===== config.mk =====
export PLATFORM = sky130hd
export DESIGN_NAME = cmg_div
export DESIGN_NICKNAME = d
export VERILOG_FILES = /design/src/cmg_pkg.sv /design/src/cmg_div.sv
export SDC_FILE = /design/constraint.sdc
export NUM_CORES = 2
export LEC_CHECK = 0
export CAP_MARGIN = 20
export CORE_MARGIN = 2
export CORE_UTILIZATION = 50
export DETAILED_ROUTE_END_ITERATION = 10
export DONT_BUFFER_PORTS = 1
export HOLD_SLACK_MARGIN = 0.1
export SLEW_MARGIN = 0
export SYNTH_ARGS = -nofsm -noshare
export SYNTH_HDL_FRONTEND = slang
export SYNTH_MEMORY_MAX_BITS = 65536
export SYNTH_SLANG_ARGS = --single-unit

===== constraint.sdc =====
create_clock -name clk -period 3.3 [get_ports clk]
set_clock_uncertainty 0.2 [all_clocks]
set_input_delay 0.825 -clock clk [delete_from_list [all_inputs] [get_ports clk]]
set_output_delay 0.825 -clock clk [all_outputs]
set_load 0.01 [all_outputs]

===== src/cmg_pkg.sv =====
// Shared constants, codes and word types of the cylinder mesh generator.
package cmg_pkg;

    localparam int FRAC_BITS    = 16;
    localparam int MAX_SEGMENTS = 256;
    localparam int Q_BITS       = 30;
    localparam int NUM_TERMS    = 7;

    localparam int RADIUS_W = 12;
    localparam int HEIGHT_W = 13;
    localparam int COUNT_W  = 9;
    localparam int INDEX_W  = 9;
    localparam int CMD_W    = 2;
    localparam int POS_W    = 30;
    localparam int FIX_W    = FRAC_BITS + 2;
    localparam int TEX_W    = FRAC_BITS + 1;
    localparam int VNUM_W   = 11;
    localparam int CFG_W    = 13;
    localparam int CFG_IDX_W = 2;
    localparam int PHASE_W  = 32;
    localparam int DIV_W    = INDEX_W + PHASE_W;

    localparam logic [31:0] PI_Q30 = 32'd3373259426;

    localparam logic [RADIUS_W-1:0] RADIUS_RESET = 12'd1;
    localparam logic [HEIGHT_W-1:0] HEIGHT_RESET = 13'd2;
    localparam logic [COUNT_W-1:0]  COUNT_RESET  = 9'd16;

    typedef enum logic [CMD_W-1:0] {
        CMD_SIDE   = 2'd0,
        CMD_TOP    = 2'd1,
        CMD_BOTTOM = 2'd2,
        CMD_NONE   = 2'd3
    } cmd_t;

    typedef enum logic [CFG_IDX_W-1:0] {
        REG_RADIUS = 2'd0,
        REG_HEIGHT = 2'd1,
        REG_COUNT  = 2'd2
    } cfg_reg_t;

    // Series divisors for terms one through seven, with floor(2^32 / d).
    localparam logic [7:0] SIN_DIV [NUM_TERMS] = '{8'd6, 8'd20, 8'd42, 8'd72,
                                                   8'd110, 8'd156, 8'd210};
    localparam logic [7:0] COS_DIV [NUM_TERMS] = '{8'd2, 8'd12, 8'd30, 8'd56,
                                                   8'd90, 8'd132, 8'd182};
    localparam logic [31:0] SIN_RECIP [NUM_TERMS] = '{32'd715827882, 32'd214748364,
        32'd102261126, 32'd59652323, 32'd39045157, 32'd27531841, 32'd20452225};
    localparam logic [31:0] COS_RECIP [NUM_TERMS] = '{32'd2147483648, 32'd357913941,
        32'd143165576, 32'd76695844, 32'd47721858, 32'd32537631, 32'd23598721};

    typedef struct packed {
        cmd_t               cmd;
        logic [INDEX_W-1:0] index;
    } div_tag_t;

    typedef struct packed {
        cmd_t               cmd;
        logic [INDEX_W-1:0] index;
        logic [TEX_W-1:0]   tex_q;
    } trig_tag_t;

endpackage


===== src/cmg_div.sv =====
// Pipelined restoring divider, one quotient bit per stage, two dividends per divisor.
module cmg_div
    import cmg_pkg::*;
#(
    parameter int DW = DIV_W,
    parameter int VW = COUNT_W,
    parameter int TW = 1
)
(
    input  logic          clk,
    input  logic          rst_n,
    input  logic          en,
    input  logic          in_valid,
    input  logic [DW-1:0] in_num_a,
    input  logic [DW-1:0] in_num_b,
    input  logic [VW-1:0] in_den,
    input  logic [TW-1:0] in_tag,
    output logic          out_valid,
    output logic [DW-1:0] out_quo_a,
    output logic [DW-1:0] out_quo_b,
    output logic [TW-1:0] out_tag
);

    logic          v_reg      [DW];
    logic [VW-1:0] rem_a_reg  [DW];
    logic [VW-1:0] rem_b_reg  [DW];
    logic [DW-1:0] work_a_reg [DW];
    logic [DW-1:0] work_b_reg [DW];
    logic [VW-1:0] den_reg    [DW];
    logic [TW-1:0] tag_reg    [DW];

    function automatic logic [VW+DW-1:0] div_step(logic [VW-1:0] rem, logic [DW-1:0] work,
                                                 logic [VW-1:0] den);
        logic [VW:0] trial;
        logic [VW:0] diff;
        logic        q;
        trial = {rem, work[DW-1]};
        if (trial >= {1'b0, den})
        begin
            diff = trial - {1'b0, den};
            q    = 1'b1;
        end
        else
        begin
            diff = trial;
            q    = 1'b0;
        end
        return {diff[VW-1:0], work[DW-2:0], q};
    endfunction

    for (genvar j = 0; j < DW; j++)
    begin : g_stage
        logic          src_v;
        logic [VW-1:0] src_rem_a;
        logic [VW-1:0] src_rem_b;
        logic [DW-1:0] src_work_a;
        logic [DW-1:0] src_work_b;
        logic [VW-1:0] src_den;
        logic [TW-1:0] src_tag;
        logic [VW+DW-1:0] step_a;
        logic [VW+DW-1:0] step_b;

        if (j == 0)
        begin : g_first
            assign src_v      = in_valid;
            assign src_rem_a  = '0;
            assign src_rem_b  = '0;
            assign src_work_a = in_num_a;
            assign src_work_b = in_num_b;
            assign src_den    = in_den;
            assign src_tag    = in_tag;
        end
        else
        begin : g_next
            assign src_v      = v_reg[j-1];
            assign src_rem_a  = rem_a_reg[j-1];
            assign src_rem_b  = rem_b_reg[j-1];
            assign src_work_a = work_a_reg[j-1];
            assign src_work_b = work_b_reg[j-1];
            assign src_den    = den_reg[j-1];
            assign src_tag    = tag_reg[j-1];
        end

        assign step_a = div_step(src_rem_a, src_work_a, src_den);
        assign step_b = div_step(src_rem_b, src_work_b, src_den);

        always_ff @(posedge clk or negedge rst_n)
        begin
            if (!rst_n)
            begin
                v_reg[j] <= 1'b0;
            end
            else if (en)
            begin
                v_reg[j] <= src_v;
            end
        end

        always_ff @(posedge clk)
        begin
            if (en)
            begin
                rem_a_reg[j]  <= step_a[VW+DW-1:DW];
                work_a_reg[j] <= step_a[DW-1:0];
                rem_b_reg[j]  <= step_b[VW+DW-1:DW];
                work_b_reg[j] <= step_b[DW-1:0];
                den_reg[j]    <= src_den;
                tag_reg[j]    <= src_tag;
            end
        end
    end

    assign out_valid = v_reg[DW-1];
    assign out_quo_a = work_a_reg[DW-1];
    assign out_quo_b = work_b_reg[DW-1];
    assign out_tag   = tag_reg[DW-1];

endmodule


After elaboration in Yosys (flattened, before gate mapping)
Memories as Yosys holds them, arrays and structs flattened.
Index checks and enable logic that the tools add are counted.
Storage, ports and cells
  memories: 6
  bits in writable memories: 4510
  bits in registers: 41
  word-level logic and storage cells: 377
  output and inout port bits: 84
Memory list
  work_a_reg: depth 41, width 41, read ports 41, clocked after Yosys merged registers in 0, write ports 41, line cmg_div.sv:27  | logic [DW-1:0] work_a_reg [DW];
  work_b_reg: depth 41, width 41, read ports 41, clocked after Yosys merged registers in 0, write ports 41, line cmg_div.sv:28  | logic [DW-1:0] work_b_reg [DW];
  den_reg: depth 41, width 9, read ports 40, clocked after Yosys merged registers in 0, write ports 41, line cmg_div.sv:29  | logic [VW-1:0] den_reg [DW];
  rem_a_reg: depth 41, width 9, read ports 40, clocked after Yosys merged registers in 0, write ports 41, line cmg_div.sv:25  | logic [VW-1:0] rem_a_reg [DW];
  rem_b_reg: depth 41, width 9, read ports 40, clocked after Yosys merged registers in 0, write ports 41, line cmg_div.sv:26  | logic [VW-1:0] rem_b_reg [DW];
  tag_reg: depth 41, width 1, read ports 41, clocked after Yosys merged registers in 0, write ports 41, line cmg_div.sv:30  | logic [TW-1:0] tag_reg [DW];
Operators by class
  order comparisons: 82
  $add $sub $neg: 82
  mux-type cells: 166
Operators by type and width (count)
  10-bit by 9-bit >= comparator with 1-bit output: 80
  9-bit two-way mux: 82
  9-bit subtractor: 80
  1-bit two-way mux: 84
  1-bit by 9-bit >= comparator with 1-bit output: 2
  1-bit by 9-bit subtractor with 9-bit output: 2

Longest topological paths before layout
An unclocked memory read counts as a cell.
  word-level depth: 3
  depth in mapped cells: 10
  mapped depth without buffers: 9

Least setup slack after synthesis
No wires, ideal clock.
  path kind: reg2reg
  start: memory work_b_reg[0][245] in the netlist's numbering
  end: memory rem_b_reg[0][55] in the netlist's numbering, data pin
  arrival: 2.184 ns
  slack: 0.656 ns
  period minus slack after synthesis: 2.644 ns
  setup time: 0.260 ns
  path buffers: 1
  required time: 2.840 ns
  stages on the path, launching flop included: 11
  path through: edfxtp_1 -> inv_1 -> ha_1 -> inv_1 -> fa_1 -> a21oi_1 -> o211ai_1 -> and3_1 -> or2_1 -> buf_6 -> mux2_4
RTL lines (line)
  start: declaration: cmg_div.sv:28
  end: declaration: cmg_div.sv:26

==> impl_results.md <==
* Status: completed
* CTS Buf Count at 448
* Vias at 84500
* Via-per-instance ratio at 5.31
* Post-Synthesis Cell Area at 179000 sq um
* Crit path DAT at 3.54 ns
* Setup TNS at 0 ns
* I/O Pins at 180
* FP Rows at 219
* Max FO, Critical Path at 124
* Fmax at 314 MHz
* Initial antenna violation count at 4
* Post CTS Setup Buffer Count at 0
* Tot Pwr at 174 mW
* Power per cell area at 864 nW/um^2
* Post-synth EDFFs at 4483
* Fin. max-slew vios at 0
* HP Class: reg -> reg
* Root Buffer: clkbuf_16
* Post-Syn Instances at 10300
* Final wirelength at 313 mm
* Chip width at 602 microns
* Drt initial violations at 5638
* DP Worst Slack at -2.80 ns
* Clk_lat worst skew at 0.96 ns
* Clock buffer depth at 4
* First-pass GRT wire length at 484 mm
* Vias in the first global route at 84500
* RePlAce Congestion at 0.834
* Area growth syn-to-layout at 12.3%
* Async SR Flop Fraction at 0.906%
* Nets at 11700
* Initial Util at 50.3%
* Worst setup margin at 0.118 ns
* Synth Net Count at 11200
* Ratio of final minimum period to clock period at 96.4%
* HPWL Detailed at 203 mm
* CP dominant cell by count: buf_16
* Setup violators final at 0
* Cell at the slowest stage of the critical path: buf_16
* Worst VDD drop at 506 uV
* Critical path startpoint category: primary input
* Share of layout cells above drive strength 1 at 11.1%
* Crit path cell chain: buf_16 -> buf_16 -> buf_16 -> buf_16 -> buf_16 -> buf_16
* Area of the die at 363000 sq um
* Synthesized area per cell at 17.4 sq um
* Htree depth at 5
* Critical Path RT at 3.66 ns
* Least-Margin Pin Slew at 1.37 ns
* Leak at 73.1 nW
* TritonCTS clock tree: done
* Antenna Nets Post-Route at 0
* Worst Setup End Kind: flop
* Final hold vios at 0
* Commonest non-fill, non-tap cell in the layout: edfxtp_1
* Max Cap Viol at 0
* Reg area at 136000 sq um
* Seq cells post-synth at 4524
* Cell Count, Final, Fillers Out at 15900
* Clock Pin Slew Worst Setup and Hold Paths at 0.06 ns
* Core ar. at 356000 sq um
* FILL cells at 27200
* CP peak stage delay at 0.39 ns
* R2r setup slk at 0.14 ns
* Worst rel slew slack at 8.94%
* Min Tclk post-route at 3.18 ns
* Commonest non-fill, non-tap cells in the layout: edfxtp_1, inv_1, ha_1
* Synth warn at 0
* First drt pass iteration count at 5
* RSZ-0062 raised after global routing: false
* Area of the multi-input gates at 38400 sq um
* Global route total overflow at 0
* Distinct cells, synth at 78
* Top_reg_cell synth: edfxtp_1
* Pin count of the biggest net entering global routing at 244
* Seq/Total Area, Yosys at 75.8%
* WL/cell at 19.7 microns
* Sinks on Clock Net at 4524
* Remaining DRCs at 0
* Die H at 602 microns
* Placed Instances at 15000
* Port-buffer cells at 0
* Worst setup path category: in -> reg
* All-Layer GR Usage at 17.0%
[through the flow]
stage,hold WS (ns),util [%],cell area (sq um)
after detailed placement,0.205,51.8,184000
after floorplan,0.200,-,179000
final,0.159,56.4,201000
after global routing,0.148,56.4,201000
after global placement,0.200,51.8,184000
after CTS,0.104,56.4,201000
[power breakdown]
group          switching, mW  total (mW)  internal [mW]
Combinational           23.4        43.9           20.5
Sequential              4.59        78.9           74.3
Clock                   21.2        50.8           29.6
[synthesized netlist by cell type (all sizes together), types with 74 or more instances]
master,number,share of area [%]
mux2,408,3.1
o22ai,119,0.42
o211ai,163,0.68
edfxtp,4483,75
nand2,336,0.71
ha,724,5.1
fa,78,0.87
buf,133,0.74
nor3,173,0.48
a31oi,76,0.27
o31ai,74,0.32
inv,924,1.9
o21a,172,0.72
o21ai,141,0.42
xnor2,302,1.5
a21o,108,0.45
nor2,286,0.60
nor2b,79,0.28
a211o,126,0.62
a21oi,612,1.8
nand4,152,0.53
[critical path, delay by kind of cell]
family	cells	cell delay [ns]
buffers and inverters	6	2.08
[final cells by class]
class	count	share of cell area, %
diodes	4	0.00498
clock buffers	547	5.83
clock inverters	282	1.62
inverters	924	1.73
multi-input cells	4717	19.1
flip-flops and latches	4524	67.5
well taps	4751	2.96
repair buffers	160	1.19
[metal layers]
metal | global-route usage, % | wire length (microns) | share of wire, % | vias to the layer above
li1 | - | - | - | 40900
met2 | 27.0 | 146000 | 47 | 1436
met5 | 0 | 9 | 0.0029 | -
met4 | 5.42 | 9370 | 3.0 | 2
met1 | 24.5 | 146000 | 47 | 41600
met3 | 2.29 | 11400 | 3.6 | 536
[logic make-up after synthesis]
group                      synth area share (%)
and+or+nand+nor                            3.48
xor gates and xnor gates                   1.54
adders and majority gates                  5.94
DFF                                        75.8
buffers and inverters                      2.69
muxes                                      3.17
AOI/OAI and AO/OA                          7.35
[final timing paths]
path                                         startpoint                       endpoint  cells past startpoint
hold / removal             work_b_reg[0][205]$_DFFE_PP_   work_b_reg[0][247]$_DFFE_PP_                      0
hold reg to reg            work_b_reg[0][205]$_DFFE_PP_   work_b_reg[0][247]$_DFFE_PP_                      0
max in group asynchronous                         rst_n  g_stage[18].src_v$_DFFE_PN0P_                      3
setup / recovery                                     en        tag_reg[4][1]$_DFFE_PP_                      6
setup reg to reg           work_a_reg[1][122]$_DFFE_PP_     rem_a_reg[1][30]$_DFFE_PP_                      9
min in group asynchronous                         rst_n   g_stage[1].src_v$_DFFE_PN0P_                      3
[repair_timing]
action | in CTS | in global routing
setup endpoints to repair | 2476 | 1244
resized for setup | 3 | 0
cloned | 14 | 8
endpoints found under the hold margin | 156 | 0
pin swaps | 0 | 0
hold buffers | 97 | 0
No activity file was read; power rests on OpenSTA's default activity.
