### src/cmg_pkg.sv
// Shared constants, codes and word types of the cylinder mesh generator.
package cmg_pkg;

    localparam int FRAC_BITS    = 16;
    localparam int MAX_SEGMENTS = 256;
    localparam int Q_BITS       = 30;
    localparam int NUM_TERMS    = 7;

    localparam int RADIUS_W = 12;
    localparam int HEIGHT_W = 13;
    localparam int COUNT_W  = 9;
    localparam int INDEX_W  = 9;
    localparam int CMD_W    = 2;
    localparam int POS_W    = 30;
    localparam int FIX_W    = FRAC_BITS + 2;
    localparam int TEX_W    = FRAC_BITS + 1;
    localparam int VNUM_W   = 11;
    localparam int CFG_W    = 13;
    localparam int CFG_IDX_W = 2;
    localparam int PHASE_W  = 32;
    localparam int DIV_W    = INDEX_W + PHASE_W;

    localparam logic [31:0] PI_Q30 = 32'd3373259426;

    localparam logic [RADIUS_W-1:0] RADIUS_RESET = 12'd1;
    localparam logic [HEIGHT_W-1:0] HEIGHT_RESET = 13'd2;
    localparam logic [COUNT_W-1:0]  COUNT_RESET  = 9'd16;

    typedef enum logic [CMD_W-1:0] {
        CMD_SIDE   = 2'd0,
        CMD_TOP    = 2'd1,
        CMD_BOTTOM = 2'd2,
        CMD_NONE   = 2'd3
    } cmd_t;

    typedef enum logic [CFG_IDX_W-1:0] {
        REG_RADIUS = 2'd0,
        REG_HEIGHT = 2'd1,
        REG_COUNT  = 2'd2
    } cfg_reg_t;

    // Series divisors for terms one through seven, with floor(2^32 / d).
    localparam logic [7:0] SIN_DIV [NUM_TERMS] = '{8'd6, 8'd20, 8'd42, 8'd72,
                                                   8'd110, 8'd156, 8'd210};
    localparam logic [7:0] COS_DIV [NUM_TERMS] = '{8'd2, 8'd12, 8'd30, 8'd56,
                                                   8'd90, 8'd132, 8'd182};
    localparam logic [31:0] SIN_RECIP [NUM_TERMS] = '{32'd715827882, 32'd214748364,
        32'd102261126, 32'd59652323, 32'd39045157, 32'd27531841, 32'd20452225};
    localparam logic [31:0] COS_RECIP [NUM_TERMS] = '{32'd2147483648, 32'd357913941,
        32'd143165576, 32'd76695844, 32'd47721858, 32'd32537631, 32'd23598721};

    typedef struct packed {
        cmd_t               cmd;
        logic [INDEX_W-1:0] index;
    } div_tag_t;

    typedef struct packed {
        cmd_t               cmd;
        logic [INDEX_W-1:0] index;
        logic [TEX_W-1:0]   tex_q;
    } trig_tag_t;

endpackage

### src/cmg_emit.sv
// Builds the vertex and index records of a segment and sends them one word per cycle while out_ready is high.
module cmg_emit
    import cmg_pkg::*;
(
    input  logic                    clk,
    input  logic                    rst_n,
    input  logic                    in_valid,
    input  logic signed [FIX_W-1:0] in_sin,
    input  logic signed [FIX_W-1:0] in_cos,
    input  trig_tag_t               in_tag,
    input  logic [RADIUS_W-1:0]     radius,
    input  logic [HEIGHT_W-1:0]     full_height,
    input  logic [COUNT_W-1:0]      segment_count,
    output logic                    en,
    output logic                    out_valid,
    input  logic                    out_ready,
    output logic                    item_kind,
    output logic signed [POS_W-1:0] pos_x,
    output logic signed [POS_W-1:0] pos_y,
    output logic signed [POS_W-1:0] pos_z,
    output logic signed [FIX_W-1:0] normal_x,
    output logic signed [FIX_W-1:0] normal_y,
    output logic signed [FIX_W-1:0] normal_z,
    output logic [TEX_W-1:0]        tex_u,
    output logic [TEX_W-1:0]        tex_v,
    output logic [VNUM_W-1:0]       vertex_number,
    output logic                    last
);

    localparam logic [TEX_W-1:0]        ONE_U = TEX_W'(1) << FRAC_BITS;
    localparam logic signed [FIX_W-1:0] ONE_N = FIX_W'(1) << FRAC_BITS;
    localparam logic signed [FIX_W:0]   ONE_W = (FIX_W + 1)'(1) << FRAC_BITS;

    logic                    ser_v_reg;
    logic [2:0]              cnt_reg;
    logic [2:0]              last_k_reg;
    logic                    side_reg;
    logic                    tri_reg;
    logic signed [POS_W-1:0] x_reg;
    logic signed [POS_W-1:0] y_reg;
    logic signed [POS_W-1:0] yb_reg;
    logic signed [POS_W-1:0] z_reg;
    logic signed [FIX_W-1:0] nx_reg;
    logic signed [FIX_W-1:0] ny_reg;
    logic signed [FIX_W-1:0] nz_reg;
    logic [TEX_W-1:0]        u_reg;
    logic [TEX_W-1:0]        v_reg;
    logic [TEX_W-1:0]        vb_reg;
    logic [VNUM_W-1:0]       idx_reg [6];

    logic                    ser_v_next;
    logic [2:0]              cnt_next;
    logic                    is_last;
    logic                    is_side;
    logic                    is_top;
    logic                    has_tri;
    logic signed [30:0]      x_full;
    logic signed [30:0]      z_full;
    logic signed [POS_W-1:0] half_h;
    logic signed [FIX_W:0]   sin_w;
    logic signed [FIX_W:0]   cos_w;
    logic signed [FIX_W:0]   cap_u;
    logic signed [FIX_W:0]   cap_v;
    logic [VNUM_W-1:0]       i_w;
    logic [VNUM_W-1:0]       t_w;
    logic [VNUM_W-1:0]       base;
    logic [VNUM_W-1:0]       w2;
    logic [VNUM_W-1:0]       w3;
    logic [VNUM_W-1:0]       idx_next [6];
    logic [2:0]              last_k_next;

    assign is_last = cnt_reg == last_k_reg;
    assign en      = !ser_v_reg || (out_ready && is_last);

    always_comb
    begin
        is_side = in_tag.cmd == CMD_SIDE;
        is_top  = in_tag.cmd == CMD_TOP;
        x_full  = $signed({1'b0, radius}) * in_sin;
        z_full  = $signed({1'b0, radius}) * in_cos;
        half_h  = $signed({2'b00, full_height, {(FRAC_BITS - 1){1'b0}}});
        sin_w   = {in_sin[FIX_W-1], in_sin};
        cos_w   = {in_cos[FIX_W-1], in_cos};
        cap_u   = ONE_W + (is_top ? sin_w : -sin_w) + (FIX_W + 1)'(1);
        cap_v   = ONE_W - cos_w + (FIX_W + 1)'(1);
        i_w     = {2'b00, in_tag.index};
        t_w     = {2'b00, segment_count};
        has_tri = (i_w + VNUM_W'(2)) < t_w;
        w2      = (in_tag.index == segment_count) ? VNUM_W'(0) : (i_w << 1) + VNUM_W'(2);
        w3      = (in_tag.index == segment_count) ? VNUM_W'(1) : (i_w << 1) + VNUM_W'(3);
        base    = is_top ? (t_w << 1) + VNUM_W'(2) : (t_w << 1) + t_w + VNUM_W'(2);
        if (is_side)
        begin
            idx_next[0] = (i_w << 1) + VNUM_W'(1);
            idx_next[1] = w2;
            idx_next[2] = i_w << 1;
            idx_next[3] = w3;
            idx_next[4] = w2;
            idx_next[5] = (i_w << 1) + VNUM_W'(1);
            last_k_next = 3'd7;
        end
        else
        begin
            idx_next[0] = base;
            idx_next[1] = base + (is_top ? i_w + VNUM_W'(2) : i_w + VNUM_W'(1));
            idx_next[2] = base + (is_top ? i_w + VNUM_W'(1) : i_w + VNUM_W'(2));
            idx_next[3] = '0;
            idx_next[4] = '0;
            idx_next[5] = '0;
            last_k_next = has_tri ? 3'd3 : 3'd0;
        end
    end

    always_comb
    begin
        ser_v_next = ser_v_reg;
        cnt_next   = cnt_reg;
        if (en)
        begin
            ser_v_next = in_valid;
            cnt_next   = '0;
        end
        else if (out_ready)
        begin
            cnt_next = cnt_reg + 3'd1;
        end
    end

    always_ff @(posedge clk or negedge rst_n)
    begin
        if (!rst_n)
        begin
            ser_v_reg <= 1'b0;
            cnt_reg   <= '0;
        end
        else
        begin
            ser_v_reg <= ser_v_next;
            cnt_reg   <= cnt_next;
        end
    end

    always_ff @(posedge clk)
    begin
        if (en)
        begin
            side_reg   <= is_side;
            tri_reg    <= has_tri;
            last_k_reg <= last_k_next;
            x_reg      <= x_full[POS_W-1:0];
            z_reg      <= z_full[POS_W-1:0];
            y_reg      <= (is_side || is_top) ? half_h : -half_h;
            yb_reg     <= -half_h;
            nx_reg     <= is_side ? in_sin : '0;
            ny_reg     <= is_side ? '0 : (is_top ? ONE_N : -ONE_N);
            nz_reg     <= is_side ? in_cos : '0;
            u_reg      <= is_side ? ONE_U - in_tag.tex_q : cap_u[FRAC_BITS+1:1];
            v_reg      <= is_side ? '0 : cap_v[FRAC_BITS+1:1];
            vb_reg     <= ONE_U;
            for (int n = 0; n < 6; n++)
            begin
                idx_reg[n] <= idx_next[n];
            end
        end
    end

    logic       rec_index;
    logic [2:0] sel;

    always_comb
    begin
        rec_index     = 1'b0;
        sel           = '0;
        item_kind     = 1'b0;
        pos_x         = x_reg;
        pos_y         = y_reg;
        pos_z         = z_reg;
        normal_x      = nx_reg;
        normal_y      = ny_reg;
        normal_z      = nz_reg;
        tex_u         = u_reg;
        tex_v         = v_reg;
        vertex_number = '0;
        if (side_reg)
        begin
            case (cnt_reg)
                3'd0:
                begin
                end
                3'd1:
                begin
                    pos_y = yb_reg;
                    tex_v = vb_reg;
                end
                default:
                begin
                    rec_index = 1'b1;
                    sel       = cnt_reg - 3'd2;
                end
            endcase
        end
        else if (tri_reg && cnt_reg < 3'd3)
        begin
            rec_index = 1'b1;
            sel       = cnt_reg;
        end
        if (rec_index)
        begin
            item_kind     = 1'b1;
            pos_x         = '0;
            pos_y         = '0;
            pos_z         = '0;
            normal_x      = '0;
            normal_y      = '0;
            normal_z      = '0;
            tex_u         = '0;
            tex_v         = '0;
            vertex_number = idx_reg[sel];
        end
        last = is_last;
    end

    assign out_valid = ser_v_reg;

endmodule

### config.mk
export PLATFORM = sky130hd
export DESIGN_NAME = cmg_emit
export DESIGN_NICKNAME = d
export VERILOG_FILES = /design/src/cmg_pkg.sv /design/src/cmg_emit.sv
export SDC_FILE = /design/constraint.sdc
export NUM_CORES = 2
export LEC_CHECK = 0
export ABC_AREA = 0
export BUFFER_PORTS_ARGS = -buffer_cell sky130_fd_sc_hd__buf_2
export CAP_MARGIN = 20
export CORE_MARGIN = 1.5
export CORE_UTILIZATION = 55
export DETAILED_ROUTE_END_ITERATION = 7
export PLACE_DENSITY = 0.8
export SLEW_MARGIN = 30
export SYNTH_ARGS = -nofsm -noshare
export SYNTH_HDL_FRONTEND = slang
export SYNTH_SLANG_ARGS = --single-unit
### constraint.sdc
create_clock -name clk -period 8.4 [get_ports clk]
set_clock_uncertainty 0.2 [all_clocks]
set_input_delay 0.42 -clock clk [delete_from_list [all_inputs] [get_ports clk]]
set_output_delay 0.42 -clock clk [all_outputs]
set_load 0.005 [all_outputs]
After elaboration in Yosys (flattened, before gate mapping)
Memory sizes are Yosys's and may differ from the RTL's.
Index checks and enable logic that the tools add are counted.
{ "word_totals": {"mem_count": 1, "inputBits": 102, "output_inout_bits": 193, "regBits": 217, "mem_bits_rw": 66, "word_cells": 87} }
{ "mem_list": {"columns": ["memory", "depth", "width", "rd", "rd_clocked_by_memory_dff", "write_ports", "line_no", "text"], "rows": [
  ["idx_reg", 6, 11, 1, 0, 6, "cmg_emit.sv:49", "logic [VNUM_W-1:0] idx_reg [6];"]
]} }
{ "op_classes": {"n_reduce_logical": 9, "order_cmp": 2, "eq_ne": 4, "n_addsub": 19, "n_mul": 2, "muxes": 35} }
{ "ops": {"columns": ["cell", "count"], "rows": [
  ["30-bit 2-to-1 mux", 5],
  ["18-bit 2-to-1 mux", 5],
  ["17-bit 2-to-1 mux", 5],
  ["66-bit 2-to-1 mux", 1],
  ["13-bit by 18-bit multiplier with 30-bit output", 2],
  ["11-bit 2-to-1 mux", 5],
  ["18-bit by 2-bit adder with 18-bit output (second input constant)", 2],
  ["10-bit by 2-bit adder with 11-bit output (second input constant)", 3],
  ["28-bit negator with 30-bit output", 1],
  ["28-bit 2-to-1 mux", 1],
  ["18-bit adder (first input constant)", 1],
  ["18-bit negator", 1],
  ["18-bit subtractor (first input constant)", 1],
  ["17-bit subtractor (first input constant)", 1],
  ["3-bit 2-to-1 mux", 5],
  ["10-bit by 1-bit adder with 11-bit output (second input constant)", 1],
  ["10-bit by 9-bit adder with 11-bit output", 1],
  ["11-bit by 10-bit adder with 11-bit output", 1],
  ["11-bit adder", 1],
  ["11-bit by 2-bit adder with 11-bit output (second input constant)", 1],
  ["11-bit by 9-bit < comparator with 1-bit output", 1],
  ["9-bit by 1-bit adder with 10-bit output (second input constant)", 1],
  ["9-bit by 2-bit adder with 10-bit output (second input constant)", 1],
  ["10-bit 2-to-1 mux", 1],
  ["other kinds (16)", 23]
]} }

Depth between registers and ports, before layout
An unclocked memory read counts as a cell.
{ "logic_depth": {"word_depth": 6, "mapped_depth": 23, "depth_no_buf": 20} }

Worst setup path after synthesis
No wires, ideal clock.
{ "synth_path": {"kind": "flip-flop to flip-flop", "start": "register cnt_reg[0]", "end": "memory idx_reg[0][0], enable pin", "n_path_buf": 1, "setup_slack_ps": 1753, "setup_time_ps": 589, "period_less_slack_ps": 6647, "t_arrival_ps": 5858, "required_time_ps": 7611, "stages_incl_launch_ff": 6, "path_cell_list": "dfrtp_1 -> clkbuf_1 -> or3_1 -> a21oi_1 -> nand2_1 -> nand2_1"} }
{ "synth_lines": {"columns": ["element", "line_no", "text"], "rows": [
  ["from (decl)", "cmg_emit.sv:35", "logic [2:0] cnt_reg;"],
  ["from (signal assigned)", "cmg_emit.sv:139", "cnt_reg <= cnt_next;"],
  ["to (decl)", "cmg_emit.sv:49", null]
]} }

Worst setup path in the final report
{ "layout_path": {"start": "input radius[2]", "end": "register z_reg[26], data pin"} }
{ "layout_between": {"elab_chain_len": 1} }
{ "layout_lines": {"columns": ["element", "line_no", "text"], "rows": [
  ["from (decl)", "cmg_emit.sv:11", "input logic [RADIUS_W-1:0] radius,"],
  ["13-bit by 18-bit multiplier with 30-bit output", "cmg_emit.sv:80", "z_full = $signed({1'b0, radius}) * in_cos;"],
  ["net z_full[26]", "cmg_emit.sv:58", "logic signed [30:0] z_full;"],
  ["to (signal assigned)", "cmg_emit.sv:151", "z_reg <= z_full[POS_W-1:0];"],
  ["to (decl)", "cmg_emit.sv:42", "logic signed [POS_W-1:0] z_reg;"]
]} }
The timed path passes the listed nets, and every way through them passes these cells.
A chain may end at the register's enable or synchronous reset.

==> flow_results.org <==
** Drt
- The routed design uses 34,600 µm of met2 wire.
- For this run, design rule violations remaining after detail routing come to 0.
- In this run the remaining antenna-violating nets after routing total 0.
- Total wire length after detailed routing :: 70,500 µm
- The highest metal layer carrying signal wires in the routed design is met5.
- Summed over all nets, wire length on met3 after detailed routing comes to 5530 µm.
- For this block, wires on met1 add up to 28,600 µm.
- Number of vias per cell after detailed routing :: 5.48
- Before antenna repair, the detailed router went through 5 iterations.
- After detailed routing, the average wire length per cell comes to 17.8 µm.
- Detailed routing inserted a total of 21.7k vias.
- In this run, the number of DRC markers left after iteration 0 of detailed routing was 1,659.

** Global routing
- For this run, the total global-route usage over all layers was measured as 26.8%.
- The via count of the first global-routing pass was 22.2k.
- Initial antenna violation count :: 4
- Pin count of the biggest net entering global routing :: 120
- The first global-routing pass estimated 115,000 µm of wire.
- Global route overflow :: 0

** Layout
- Leaving out fill and tap cells, the most frequent cells in the layout are 583 x inv_1, 393 x fa_1, 335 x nand2_1.
- Of the cells placed in the final design, the portion with a size suffix greater than 1 is 10.7%.
- The net count of the finished layout is 3,950.
- Count of fill cells added during filler insertion :: 4,350
- Most frequent standard cell in the layout excluding fill and tap cells :: inv_1
- The register with the most flip-flops in the layout has 53 of them.
- Relative to the synthesized area, the layout overhead comes to 8.40%.

** Synth
- Post-synth cell types :: 65
- Ys flop type :: edfxtp_1
- Number of synthesized register bits :: 221
- In this run, synthesis inferred 217 flip-flops with an integrated enable.
- Synthesized area divided by synthesized cell count :: 9.30 µm²
- The mapped netlist covers 29,000 µm².
- After synthesis, flip-flops and latches occupy 22.8% of the total area.
- Number of warnings reported in the yosys synthesis log :: 0
- For this run, asynchronously set or reset flops after synthesis account for 1.81%.
- Synthesis handed over a netlist of 3,119 instances.

** Floorplanning
- IO Count :: 295
- Initial Util :: 56.1%
- Die Wd :: 233 µm
- Measured along the y axis, the die boundary spans 233 µm.
- The die covers 54,100 µm².
- In this run the standard cell core region covers 51,700 µm².
- # rows :: 83

** Power and ir drop
- Dividing total power by cell area gives a power density of 375 nW/µm².
- Leakage power figure :: 0.0153 µW
- The worst-case IR drop observed on VDD is 0.366 mV.

** STA
- The max-slew violation count was 0.
- Tightest Pin Transition :: 0.882 ns
- The number of hold violations in the final report is 0.
- Minimum clock period :: 5.79 ns
- Setup violations remaining at the end of the flow were counted as 0.
- Worst max-slew margin expressed relative to the limit :: 41.1%
- Setup repair after global routing left no endpoint under its margin.
- Maximum clock frequency :: 173 MHz
- Share of the clock period used by the worst path :: 69.0%
- Hold slack :: 0.0246 ns
- Final TNS setup :: 0 ns

** Worst setup path
- The slowest stage of the critical path is the fa_1 cell.
- The worst setup path is of the input port to register kind.
- CP dominant cell by count :: fa_1
- Largest delay share family, worst path :: adder cells
- Worst Path Max Fanout :: 36
- Worst Setup Start Kind :: input port
- Required time of the critical path :: 8.64 ns
- Endpoint type of the worst setup path :: register
- Crit path DAT :: 6.04 ns
- Worst path max stage delay :: 0.68 ns
- Traced cell by cell, the critical path runs through buf_2, and2_1, inv_1, fa_1, fa_1, inv_1, fa_1, fa_1, inv_1, fa_1, inv_1, ha_1, a211o_1, or3_1, o221a_2, or4_1, nand3_1.
- The critical path contains buffers and inverters numbering 5 combined.

** Clock network
- The longest clock path from root to sink contains 3 buffers.
- Cell at the root of the clock tree :: clkbuf_16
- Clock-pin slew was measured on the worst setup and hold paths at 0.06 ns.
- Number of sinks on the clock net :: 221
- CTS H-Tree Depth :: 1
- Clk_lat worst skew :: 0.55 ns
- The number of clock buffers added by TritonCTS is 26.
- TritonCTS built the clock tree.
- After clock tree synthesis, the repair step resized 0 gates.

** Status
- The flow ran to the end, and the final reports show no timing, DRC or antenna violations.

** Placement
- HPWL Detailed :: 53,500 µm
- The count of buffers added on input and output ports is 263.
- Final weighted congestion in routability-driven placement :: 0.909

** Run
- Max Cap Violations :: 0

** Hold path
- Hold Path Class :: input port to register
[through the flow]
step | cells | setup WS (ns) | util (%) | power, µW | area (µm²)
2_1_floorplan | 3149 | 1.75 | - | 8510 | 29100
3_3_place_gp | 3905 | 2.17 | 59.1 | 10600 | 30600
3_5_place_dp | 3905 | 2.02 | 59.1 | 10700 | 30600
4_1_cts | 3956 | 2.51 | 60.8 | 11900 | 31400
5_1_grt | 3956 | 2.20 | 60.8 | 13100 | 31400
6_report | 3960 | 2.61 | 60.8 | 11800 | 31500
[synth_stat cells (16+ instances only)]
master      n  area share (%)
ha_1      195             8.4
nor2b_1    21            0.45
nand2b_1   18            0.39
a21o_1     25            0.65
and3_1    138             3.0
xor2_1     71             2.1
o21ai_0    71             1.2
a21oi_1   100             1.7
buf_4      32            0.83
nand3_1    25            0.43
clkbuf_1  155             2.0
edfxtp_1  217              22
fa_1      393              27
nand2_1   336             4.3
or3_1      16            0.35
nor2_1    136             1.8
nor3_1     32            0.55
inv_1     584             7.6
xnor2_1   121             3.7
and2_1    247             5.3
[what timing repair did]
item                                   4_1_cts  5_1_grt
buffers inserted                             0        0
endpoints found under the hold margin        9        0
hold buffers                                 7        0
[report_power, final]
part           switching, µW  total [µW]  internal (µW)
Combinational           4920        8570           3650
Sequential               108        2130           2020
Clock                    457        1080            625
[area by class of cell]
cell class,instances,area (µm²),area share [%]
repair buffers,281,1490,4.73
flip-flops and latches,221,6620,21.0
diodes,4,10.0,0.0318
multi-input cells,2145,19500,62.0
well taps,680,851,2.71
clock buffers,30,666,2.12
clock inverters,14,133,0.422
inverters,585,2200,6.98
[final timing paths]
check	endpoint	cells after the start	from	slack, ns
worst max-delay path	z_reg[26]	17	radius[2]	2.61
worst min-delay path	y_reg[23]	2	full_height[8]	0.02
worst max register to register	nz_reg[17]	5	cnt_reg[0]	4.78
worst min register to register	cnt_reg[1]	1	out_valid	0.43
max in group asynchronous	out_valid	3	rst_n	7.24
min in group asynchronous	cnt_reg[2]	3	rst_n	0.57
[routing by layer]
| metal | vias up | global-route usage (%) |
|---|---|---|
| met2 | 819 | 45.5 |
| met3 | 121 | 4.18 |
| li1 | 10006 | - |
| met4 | 4 | 6.77 |
| met5 | - | 0 |
| met1 | 10763 | 36.0 |
[kinds of logic after synthesis]
family                   count (synthesis)  synth area share (%)
flip-flops                             221                  22.8
buffers and inverters                  783                  10.5
XOR/XNOR                               192                  5.80
other                                    1                0.0129
adder cells (fa/ha/maj)                588                  35.5
multiplexers                            25                  1.30
AND/OR/NAND/NOR                       1022                  18.0
AO/OA/AOI/OAI                          287                  6.03
Power figures use the tool's default switching activity.
